$ cat src/design/josg_pkg.sv
package josg_pkg;

  localparam int HystStepsDef     = 400;
  localparam int MinRangeStepsDef = 800;
  localparam int BasePeriodDef    = 4;
  localparam int RapidPeriodDef   = 1;

  localparam int CfgAddrW = 5;

  typedef enum logic [2:0] {
    REG_X_LO     = 3'd0,
    REG_X_HI     = 3'd1,
    REG_Z_LO     = 3'd2,
    REG_Z_HI     = 3'd3,
    REG_TAUGHT   = 3'd4,
    REG_Z_PASS   = 3'd5,
    REG_X_PASS   = 3'd6,
    REG_INFEED   = 3'd7
  } reg_idx_t;

  typedef enum logic [2:0] {
    ST_IDLE,
    ST_SCALE,
    ST_PERIOD,
    ST_DECIDE,
    ST_OUT
  } state_t;

  // controller to datapath
  typedef struct packed {
    logic load;
    logic scale;
    logic period;
    logic decide;
  } josg_cmd_t;

  typedef struct packed {
    logic div_done;
  } josg_sts_t;

  typedef struct packed {
    logic        hold_for_manual;
    logic        auto_oscillate;
    logic        stick_up;
    logic        stick_down;
    logic        stick_left;
    logic        stick_right;
    logic        rapid;
    logic [11:0] feed_override;
  } in_item_t;

  typedef struct packed {
    logic               x_step;
    logic               x_dir;
    logic               z_step;
    logic               z_dir;
    logic signed [31:0] x_pos_out;
    logic signed [31:0] z_pos_out;
  } out_item_t;

endpackage

$ cat src/design/josg_if.sv
interface josg_in_if import josg_pkg::*; ();
  logic     valid;
  logic     ready;
  in_item_t data;
  modport source (output valid, output data, input ready);
  modport sink (input valid, input data, output ready);
endinterface

interface josg_out_if import josg_pkg::*; ();
  logic      valid;
  logic      ready;
  out_item_t data;
  modport source (output valid, output data, input ready);
  modport sink (input valid, input data, output ready);
endinterface

$ cat src/design/josg_ctrl.sv
module josg_ctrl import josg_pkg::*; (
  input  logic      clk,
  input  logic      rst,
  input  logic      in_valid,
  output logic      in_ready,
  output logic      out_valid,
  input  logic      out_ready,
  output josg_cmd_t cmd,
  input  josg_sts_t sts
);

  state_t state, state_next;

  always_ff @(posedge clk) begin
    if (rst) begin
      state <= ST_IDLE;
    end else begin
      state <= state_next;
    end
  end

  always_comb begin
    state_next = state;
    cmd        = '0;
    in_ready   = 1'b0;
    out_valid  = 1'b0;
    case (state)
      ST_IDLE: begin
        in_ready = 1'b1;
        if (in_valid) begin
          cmd.load   = 1'b1;
          state_next = ST_SCALE;
        end
      end
      ST_SCALE: begin
        cmd.scale  = 1'b1;
        state_next = ST_PERIOD;
      end
      ST_PERIOD: begin
        cmd.period = 1'b1;
        if (sts.div_done) state_next = ST_DECIDE;
      end
      ST_DECIDE: begin
        cmd.decide = 1'b1;
        state_next = ST_OUT;
      end
      ST_OUT: begin
        out_valid = 1'b1;
        if (out_ready) state_next = ST_IDLE;
      end
      default: state_next = ST_IDLE;
    endcase
  end

endmodule

$ cat src/design/josg_dp.sv
module josg_dp import josg_pkg::*; #(
  parameter int HYST_STEPS      = HystStepsDef,
  parameter int MIN_RANGE_STEPS = MinRangeStepsDef,
  parameter int BASE_PERIOD     = BasePeriodDef,
  parameter int RAPID_PERIOD    = RapidPeriodDef
) (
  input  logic                clk,
  input  logic                rst,
  input  josg_cmd_t           cmd,
  output josg_sts_t           sts,
  input  in_item_t            item,
  input  logic                cfg_we,
  input  logic [CfgAddrW-1:0] cfg_addr,
  input  logic [31:0]         cfg_wdata,
  output logic [31:0]         cfg_rdata,
  output out_item_t           result
);

  localparam logic [15:0] BaseNum  = 16'(BASE_PERIOD * 100);
  localparam logic [15:0] RapidNum = 16'(RAPID_PERIOD * 100);

  logic [31:0] lim [4];
  logic [1:0]  taught;
  logic [6:0]  z_pass, x_pass;
  logic [15:0] infeed;

  logic [31:0] tick_count, last_step_tick, x_position, z_position;
  logic [31:0] x_total, z_total, infeed_pending;
  logic        x_auto_dir, z_auto_dir;
  logic [15:0] x_rev, z_rev;

  in_item_t    it;
  logic [7:0]  scale;
  logic [15:0] rem;
  logic [15:0] quo;
  logic [4:0]  dcnt;
  logic        x_step, x_dir, z_step, z_dir;

  // config writes and reads
  always_ff @(posedge clk) begin
    if (rst) begin
      for (int i = 0; i < 4; i++) lim[i] <= '0;
      taught <= '0;
      z_pass <= '0;
      x_pass <= '0;
      infeed <= '0;
    end else if (cfg_we) begin
      case (cfg_addr[4:2])
        REG_X_LO:   lim[0] <= cfg_wdata;
        REG_X_HI:   lim[1] <= cfg_wdata;
        REG_Z_LO:   lim[2] <= cfg_wdata;
        REG_Z_HI:   lim[3] <= cfg_wdata;
        REG_TAUGHT: taught <= cfg_wdata[1:0];
        REG_Z_PASS: z_pass <= cfg_wdata[6:0];
        REG_X_PASS: x_pass <= cfg_wdata[6:0];
        REG_INFEED: infeed <= cfg_wdata[15:0];
        default: ;
      endcase
    end
  end

  always_comb begin
    case (cfg_addr[4:2])
      REG_X_LO:   cfg_rdata = lim[0];
      REG_X_HI:   cfg_rdata = lim[1];
      REG_Z_LO:   cfg_rdata = lim[2];
      REG_Z_HI:   cfg_rdata = lim[3];
      REG_TAUGHT: cfg_rdata = {30'd0, taught};
      REG_Z_PASS: cfg_rdata = {25'd0, z_pass};
      REG_X_PASS: cfg_rdata = {25'd0, x_pass};
      REG_INFEED: cfg_rdata = {16'd0, infeed};
      default:    cfg_rdata = '0;
    endcase
  end

  // scale = 30 + fo*120/4095 by reciprocal multiply then correction
  // the reciprocal is slightly high, so the estimate is exact or one over
  logic [19:0] fo120;
  logic [7:0]  q_raw;
  logic [7:0]  q_est;
  logic [20:0] q_prod;
  always_comb begin
    fo120  = 20'(it.feed_override) * 20'd120;
    q_raw  = 8'(({12'd0, fo120} * 32'd1025) >> 22);
    q_prod = 21'(q_raw) * 21'd4095;
    q_est  = (q_prod > 21'(fo120)) ? q_raw - 8'd1 : q_raw;
  end

  // restoring divide, one quotient bit a cycle
  logic [16:0] trial;
  always_comb trial = {rem[15:0], quo[15]} - {9'd0, scale};

  assign sts.div_done = (dcnt == 5'd16);

  // auto axis evaluation
  typedef struct packed {
    logic        go;
    logic        dir;
    logic [15:0] rev;
    logic        add_infeed;
  } ax_t;

  function automatic ax_t auto_axis(logic [31:0] lo_r, logic [31:0] hi_r,
                                    logic [31:0] pos, logic [6:0] pl,
                                    logic dir, logic [15:0] rev, logic is_z);
    logic signed [33:0] lo, hi, p;
    ax_t r;
    lo = 34'(signed'(lo_r));
    hi = 34'(signed'(hi_r));
    p  = 34'(signed'(pos));
    r.go = 1'b0; r.dir = dir; r.rev = rev; r.add_infeed = 1'b0;
    if (lo > hi) begin
      lo = 34'(signed'(hi_r));
      hi = 34'(signed'(lo_r));
    end
    if ((hi - lo) >= 34'(MIN_RANGE_STEPS) &&
        !(pl != 7'd0 && {1'b0, rev} >= {9'd0, pl, 1'b0})) begin
      r.go = 1'b1;
      if (p >= hi - 34'(HYST_STEPS)) r.dir = 1'b0;
      else if (p <= lo + 34'(HYST_STEPS)) r.dir = 1'b1;
      if (r.dir != dir) begin
        r.rev = rev + 16'd1;
        if (is_z && r.rev >= 16'd2 && !r.rev[0] && infeed != 16'd0)
          r.add_infeed = 1'b1;
      end
    end
    return r;
  endfunction

  ax_t         zr, xr;
  logic [32:0] inf_sum;
  always_comb begin
    zr = auto_axis(lim[2], lim[3], z_position, z_pass, z_auto_dir, z_rev, 1'b1);
    xr = auto_axis(lim[0], lim[1], x_position, x_pass, x_auto_dir, x_rev, 1'b0);
    inf_sum = {1'b0, infeed_pending} + {17'd0, infeed};
  end

  always_ff @(posedge clk) begin
    if (rst) begin
      tick_count <= '0; last_step_tick <= '0;
      x_position <= '0; z_position <= '0;
      x_total <= '0; z_total <= '0; infeed_pending <= '0;
      x_auto_dir <= 1'b1; z_auto_dir <= 1'b1;
      x_rev <= '0; z_rev <= '0;
      x_step <= 1'b0; x_dir <= 1'b0; z_step <= 1'b0; z_dir <= 1'b0;
      dcnt <= '0;
    end else begin
      if (cmd.load) begin
        it <= item;
        x_step <= 1'b0; x_dir <= 1'b0; z_step <= 1'b0; z_dir <= 1'b0;
        if (!item.hold_for_manual) tick_count <= tick_count + 32'd1;
      end
      if (cmd.scale) begin
        scale <= 8'd30 + q_est;
        rem   <= '0;
        quo   <= it.rapid ? RapidNum : BaseNum;
        dcnt  <= '0;
      end
      if (cmd.period && !sts.div_done) begin
        if (!trial[16]) begin
          rem <= trial[15:0];
          quo <= {quo[14:0], 1'b1};
        end else begin
          rem <= {rem[14:0], quo[15]};
          quo <= {quo[14:0], 1'b0};
        end
        dcnt <= dcnt + 5'd1;
      end
      if (cmd.decide && !it.hold_for_manual &&
          (tick_count - last_step_tick) >= ((quo == 16'd0) ? 32'd1 : {16'd0, quo})) begin
        last_step_tick <= tick_count;
        if (it.auto_oscillate) begin
          if (infeed_pending != 32'd0) begin
            infeed_pending <= infeed_pending - 32'd1;
            x_step <= 1'b1; x_dir <= 1'b0;
            x_total <= x_total + 32'd1; x_position <= x_position - 32'd1;
          end else if (it.stick_up || it.stick_down) begin
            if (taught[1]) begin
              z_auto_dir <= zr.dir;
              z_rev <= zr.rev;
              if (zr.add_infeed)
                infeed_pending <= inf_sum[32] ? '1 : inf_sum[31:0];
              if (zr.go) begin
                z_step <= 1'b1; z_dir <= zr.dir; z_total <= z_total + 32'd1;
                z_position <= zr.dir ? z_position + 32'd1 : z_position - 32'd1;
              end
            end else begin
              z_step <= 1'b1; z_dir <= it.stick_up; z_total <= z_total + 32'd1;
              z_position <= it.stick_up ? z_position + 32'd1 : z_position - 32'd1;
            end
          end else if (it.stick_left || it.stick_right) begin
            if (taught[0]) begin
              x_auto_dir <= xr.dir;
              x_rev <= xr.rev;
              if (xr.go) begin
                x_step <= 1'b1; x_dir <= xr.dir; x_total <= x_total + 32'd1;
                x_position <= xr.dir ? x_position + 32'd1 : x_position - 32'd1;
              end
            end else begin
              x_step <= 1'b1; x_dir <= !it.stick_left; x_total <= x_total + 32'd1;
              x_position <= it.stick_left ? x_position - 32'd1 : x_position + 32'd1;
            end
          end else begin
            x_rev <= '0; z_rev <= '0;
          end
        end else if (it.stick_up || it.stick_down) begin
          z_step <= 1'b1; z_dir <= it.stick_up; z_total <= z_total + 32'd1;
          z_position <= it.stick_up ? z_position + 32'd1 : z_position - 32'd1;
        end else if (it.stick_left || it.stick_right) begin
          x_step <= 1'b1; x_dir <= !it.stick_left; x_total <= x_total + 32'd1;
          x_position <= it.stick_left ? x_position - 32'd1 : x_position + 32'd1;
        end
      end
    end
  end

  assign result.x_step    = x_step;
  assign result.x_dir     = x_dir;
  assign result.z_step    = z_step;
  assign result.z_dir     = z_dir;
  assign result.x_pos_out = x_position;
  assign result.z_pos_out = z_position;

endmodule

$ cat src/design/jog_oscillate_step_generator.sv
// result: after the input transfer the block runs scale, 16 divide iterations
//   and a done check, then decide; the result is held until transferred
// input: a new item is taken only in idle, after the last result is transferred
// reset: rst synchronous active high; config and counters zero, auto directions plus
module jog_oscillate_step_generator import josg_pkg::*; #(
  parameter int HYST_STEPS      = HystStepsDef,
  parameter int MIN_RANGE_STEPS = MinRangeStepsDef,
  parameter int BASE_PERIOD     = BasePeriodDef,
  parameter int RAPID_PERIOD    = RapidPeriodDef
) (
  input  logic                clk,
  input  logic                rst,
  josg_in_if.sink             in_ch,
  josg_out_if.source          out_ch,
  input  logic                psel,
  input  logic                penable,
  input  logic                pwrite,
  input  logic [CfgAddrW-1:0] paddr,
  input  logic [31:0]         pwdata,
  output logic [31:0]         prdata,
  output logic                pready
);

  josg_cmd_t cmd;
  josg_sts_t sts;

  // apb write lands in the access phase
  assign pready = 1'b1;

  josg_ctrl u_ctrl (
    .clk       (clk),
    .rst       (rst),
    .in_valid  (in_ch.valid),
    .in_ready  (in_ch.ready),
    .out_valid (out_ch.valid),
    .out_ready (out_ch.ready),
    .cmd       (cmd),
    .sts       (sts)
  );

  josg_dp #(
    .HYST_STEPS      (HYST_STEPS),
    .MIN_RANGE_STEPS (MIN_RANGE_STEPS),
    .BASE_PERIOD     (BASE_PERIOD),
    .RAPID_PERIOD    (RAPID_PERIOD)
  ) u_dp (
    .clk       (clk),
    .rst       (rst),
    .cmd       (cmd),
    .sts       (sts),
    .item      (in_ch.data),
    .cfg_we    (psel & penable & pwrite),
    .cfg_addr  (paddr),
    .cfg_wdata (pwdata),
    .cfg_rdata (prdata),
    .result    (out_ch.data)
  );

endmodule
$ cat src/flat_wrapper.sv
// flat-port wrapper written by rule: the top's interface ports become plain ports
module jog_oscillate_step_generator_flat import josg_pkg::*;
#(
  parameter int HYST_STEPS      = HystStepsDef,
  parameter int MIN_RANGE_STEPS = MinRangeStepsDef,
  parameter int BASE_PERIOD     = BasePeriodDef,
  parameter int RAPID_PERIOD    = RapidPeriodDef
)
  (clk, rst, psel, penable, pwrite, paddr, pwdata, prdata, pready, in_ch_valid, in_ch_data, in_ch_ready, out_ch_valid, out_ch_data, out_ch_ready);
  josg_in_if in_ch_i ();
  josg_out_if out_ch_i ();
  input  logic clk;
  input  logic rst;
  input  logic psel;
  input  logic penable;
  input  logic pwrite;
  input  logic [CfgAddrW-1:0] paddr;
  input  logic [31:0] pwdata;
  output logic [31:0] prdata;
  output logic pready;
  input wire logic [$bits(in_ch_i.valid)-1:0] in_ch_valid;
  input wire logic [$bits(in_ch_i.data)-1:0] in_ch_data;
  output wire logic [$bits(in_ch_i.ready)-1:0] in_ch_ready;
  output wire logic [$bits(out_ch_i.valid)-1:0] out_ch_valid;
  output wire logic [$bits(out_ch_i.data)-1:0] out_ch_data;
  input wire logic [$bits(out_ch_i.ready)-1:0] out_ch_ready;
  assign in_ch_i.valid = in_ch_valid;
  assign in_ch_i.data = in_ch_data;
  assign in_ch_ready = in_ch_i.ready;
  assign out_ch_valid = out_ch_i.valid;
  assign out_ch_data = out_ch_i.data;
  assign out_ch_i.ready = out_ch_ready;
  jog_oscillate_step_generator #(.HYST_STEPS(HYST_STEPS), .MIN_RANGE_STEPS(MIN_RANGE_STEPS), .BASE_PERIOD(BASE_PERIOD), .RAPID_PERIOD(RAPID_PERIOD)) u_core (.clk(clk), .rst(rst), .in_ch(in_ch_i), .out_ch(out_ch_i), .psel(psel), .penable(penable), .pwrite(pwrite), .paddr(paddr), .pwdata(pwdata), .prdata(prdata), .pready(pready));
endmodule
$ cat config.mk
export PLATFORM = sky130hd
export DESIGN_NAME = jog_oscillate_step_generator_flat
export DESIGN_NICKNAME = d
export VERILOG_FILES = /design/src/design/josg_pkg.sv /design/src/design/josg_if.sv /design/src/design/josg_ctrl.sv /design/src/design/josg_dp.sv /design/src/design/jog_oscillate_step_generator.sv /design/src/flat_wrapper.sv
export SDC_FILE = /design/constraint.sdc
export NUM_CORES = 2
export LEC_CHECK = 0
export ABC_AREA = 1
export BUFFER_PORTS_ARGS = -buffer_cell sky130_fd_sc_hd__buf_2
export CAP_MARGIN = 25
export CORE_MARGIN = 2
export CORE_UTILIZATION = 65
export DETAILED_ROUTE_END_ITERATION = 7
export PLACE_DENSITY = 0.85
export SKIP_LAST_GASP = 1
export SLEW_MARGIN = 20
export SYNTH_ARGS = -nofsm -noshare
export SYNTH_HDL_FRONTEND = slang
export SYNTH_SLANG_ARGS = --single-unit
$ cat constraint.sdc
create_clock -name clk -period 37.3 [get_ports clk]
set_input_delay 3.73 -clock clk [delete_from_list [all_inputs] [get_ports clk]]
set_output_delay 3.73 -clock clk [all_outputs]
set_load 0.02 [all_outputs]
==> reports/qor.txt <==
Slew @ Worst Pin: 968 ps
Clock Tree Buf Depth: 3
Largest net degree at the start of global routing: 131
CTS tree: yes
Max Fclk: 0.0700 GHz
Share of cells above drive strength 1: 5.98%
Clock Skew: 26.4 ps
Critical Path Sink: u_core.u_dp.scale[7]
Relative slew slack: 35.4%
Critical Path Max Stage Delay: 720 ps
Final Non-Filler Cells: 7636
Post-layout util: 70.7%
Reg-to-Reg End: u_core.u_dp.scale[7]
DRC viols: 0
Crit-path most repeated cell: nand2_1
Dpl cells: 7533
RSZ-0062 raised after global routing: false
Slowest cell on crit path: fa_1
Mapped cell area: 43600 µm²
Clk Latency, worst-skew pair: 640 ps
Vias in the first global route: 41371
Synth Register Bits: 425
Area growth syn-to-layout: 7.06%
Sink Count: 425
Critical path fanouts, max: 10
First-iteration detailed-routing DRC count: 5020
Synth Net Count: 7197
1st-pass router iterations: 6
Hold Crit Class: flip-flop to flip-flop
Crit path from: u_core.u_dp.it[3]
Run status: finished clean
Final max-slew violation count: 0
CTS root buf: clkbuf_16
Ys flop type: dfxtp_1
Final Hold Vio Count: 0
Core footprint: 66100 µm²
Die Ht: 263 µm
Port Buffer Count: 162
Critical path class: flip-flop to flip-flop
Max-cap violation count: 0
Routed metal-1 wirelength: 53.0 mm
Total grt overflow: 0
Num CTS Buffers: 49
Area contributors post-synth: nand2_1 (13%), edfxtp_1 (13%), ha_1 (12%)
First-pass GRT wire length: 206 mm
Initial antenna violation count: 6
GRT Util Overall: 35.9%
Final worst-path cycle share: 38.3%
Setup slack, reg-to-reg: 23010 ps
CP arrival: 14670 ps
FFs w/ async S/R, synth: 0%
I/O pins: 166
Die Area: 69200 µm²
Met2 WL: 57.7 mm
Share of the synthesized area in the top cell type: 12.9%
Mapped Avg Cell Area: 6.53 µm²
Crit path time final: 14290 ps
DRT Wirelength: 129 mm
Clk pin slew, worst setup/hold paths: 60 ps
ANT nets after route: 0
Starting Density: 66.0%
Sequential fraction of the synthesis area: 23.8%
Average wire per standard cell: 16.9 µm
Die extent in x: 263 µm
Syn Inst Count: 6685
Std-Cell Rows: 94
Hold buffers post-CTS: 0
CP Capture Type: flip-flop
WP data required: 37680 ps
Setup Fix Bufs, Post-CTS: 0
Nets: 7239
Setup TNS: 0 ps
Max layer used: met5
PostCTS Resize Cnt: 0
Worst r2r path cells: 71
Routability cong.: 0.997
Vias: 45156
Crit start category: flip-flop
Via density: 5.91
Number of synthesized flops with an enable pin: 187
Ys Warns: 0
R2r startpoint: u_core.u_dp.it[3]
Final setup vio count: 0
WHS Path Cells: 2
Yosys cell types: 69
H-Tree Depth: 2
Post-detail-place hpwl: 97.5 mm
Synth area leader: nand2_1
Metal3 WL: 13.0 mm
## cell type report
cell class,count,area [µm²]
multi-input combinational,4971,28200
fill,5587,19400
sequential,425,10400
inverter,1080,4060
clock buffer,60,1330
timing repair buffer,200,1190
tap,864,1080
clock inverter,32,418
antenna,4,10.0
## through the flow
step           instance area [µm²]  hold slack [ps]  setup WS (ps)
2_1_floorplan                43600              433          24820
3_3_place_gp                 44800              443          23490
3_5_place_dp                 44800              451          23210
4_1_cts                      46600              461          23110
5_1_grt                      46700              479          21690
6_report                     46700              460          23010
## worst max-delay path, delay by kind of cell, from the launching register on
kind / cells / cell delay [ps]
adder cells (fa/ha/maj): 13 / 5360
AND/OR/NAND/NOR: 27 / 3700
AO/OA/AOI/OAI: 20 / 3100
buffers and inverters: 8 / 750
XOR/XNOR: 3 / 670
flip-flops: 1 / 430
## cell usage in the layout, fill, tap and decap left out, types with 18 or more instances in the layout
master / netlist / final
a21oi_1: 474 / 474
a221oi_1: 18 / 18
buf_2: 42 / 163
buf_4: 23 / 27
clkbuf_16: 0 / 51
dfxtp_1: 238 / 237
edfxtp_1: 187 / 187
fa_1: 48 / 48
ha_1: 401 / 401
inv_1: 1047 / 1046
inv_2: 24 / 24
nand2_1: 1503 / 1502
nand3_1: 380 / 380
nand4_1: 152 / 152
nor2_1: 749 / 746
nor3_1: 121 / 118
nor4_1: 44 / 44
o211ai_1: 25 / 25
o21ai_0: 314 / 310
o21ai_1: 118 / 118
o21ai_2: 14 / 18
o21bai_1: 19 / 19
o22ai_1: 50 / 50
xnor2_1: 87 / 87
xor2_1: 247 / 247
## cell usage after synthesis (all sizes together), types with 2 or more instances
| cell type | n |
|---|---|
| a211oi | 10 |
| a21boi | 8 |
| a21o | 12 |
| a21oi | 476 |
| a221oi | 18 |
| a22oi | 12 |
| a31oi | 13 |
| and2 | 4 |
| and3 | 2 |
| buf | 93 |
| clkbuf | 116 |
| clkinv | 8 |
| dfxtp | 238 |
| edfxtp | 187 |
| fa | 48 |
| ha | 401 |
| inv | 1072 |
| nand2 | 1517 |
| nand3 | 390 |
| nand3b | 11 |
| nand4 | 154 |
| nor2 | 762 |
| nor3 | 127 |
| nor3b | 4 |
| nor4 | 46 |
| o2111ai | 12 |
| o211ai | 25 |
| o21a | 16 |
| o21ai | 447 |
| o21bai | 20 |
| o221a | 2 |
| o221ai | 9 |
| o22ai | 50 |
| o311ai | 3 |
| o31ai | 6 |
| o41ai | 3 |
| or2 | 17 |
| or3 | 4 |
| or4 | 2 |
| xnor2 | 87 |
| xor2 | 247 |
## flip-flops by register name (all words and copies together) (netlist names), 2 cells and up
register	flops
u_core.u_dp.lim	128
u_core.u_dp.x_rev	16
u_core.u_dp.infeed_pending	32
u_core.u_dp.z_pass	7
u_core.u_dp.tick_count	32
u_core.u_dp.dcnt	5
u_core.u_dp.scale	8
u_core.u_ctrl.state	3
u_core.u_dp.z_position	32
u_core.u_dp.taught	2
u_core.u_dp.x_position	32
u_core.u_dp.last_step_tick	32
u_core.u_dp.infeed	16
u_core.u_dp.x_pass	7
u_core.u_dp.it	19
u_core.u_dp.z_rev	16
u_core.u_dp.rem	16
u_core.u_dp.quo	16
## worst min-delay path by stage
stage / from / endpoint / slack, ps
after floorplan: u_core.u_dp.last_step_tick[10] / u_core.u_dp.last_step_tick[10] / 430
after global placement: u_core.u_dp.last_step_tick[21] / u_core.u_dp.last_step_tick[21] / 440
after detailed placement: u_core.u_dp.last_step_tick[3] / u_core.u_dp.last_step_tick[3] / 450
after CTS: u_core.u_dp.last_step_tick[3] / u_core.u_dp.last_step_tick[3] / 460
after global routing: u_core.u_dp.last_step_tick[6] / u_core.u_dp.last_step_tick[6] / 480
final: u_core.u_dp.last_step_tick[30] / u_core.u_dp.last_step_tick[30] / 460
## cell families (layout without fill, tap and decap cells)
kind of cell    after synthesis  count (layout)  share of synthesized area (%)
simple gates               3041            3041                           29.6
buf+inv                    1289            1372                           11.6
compound gates             1146            1146                           14.6
fa+ha+maj                   449             449                           13.7
flops                       425             425                           23.8
xor+xnor                    334             334                           6.71
other cells                   1               5                        0.00860
## per-layer routing
layer  global-route usage [%]  up-vias
li1                         -    21976
met1                     47.7    20747
met2                     58.1     2125
met3                     5.93      306
met4                     14.7        2
met5                        0        -
Power is left out: the tool's default activity adds up to more than one toggle a clock period on the data nets, which glitch-free logic cannot reach.
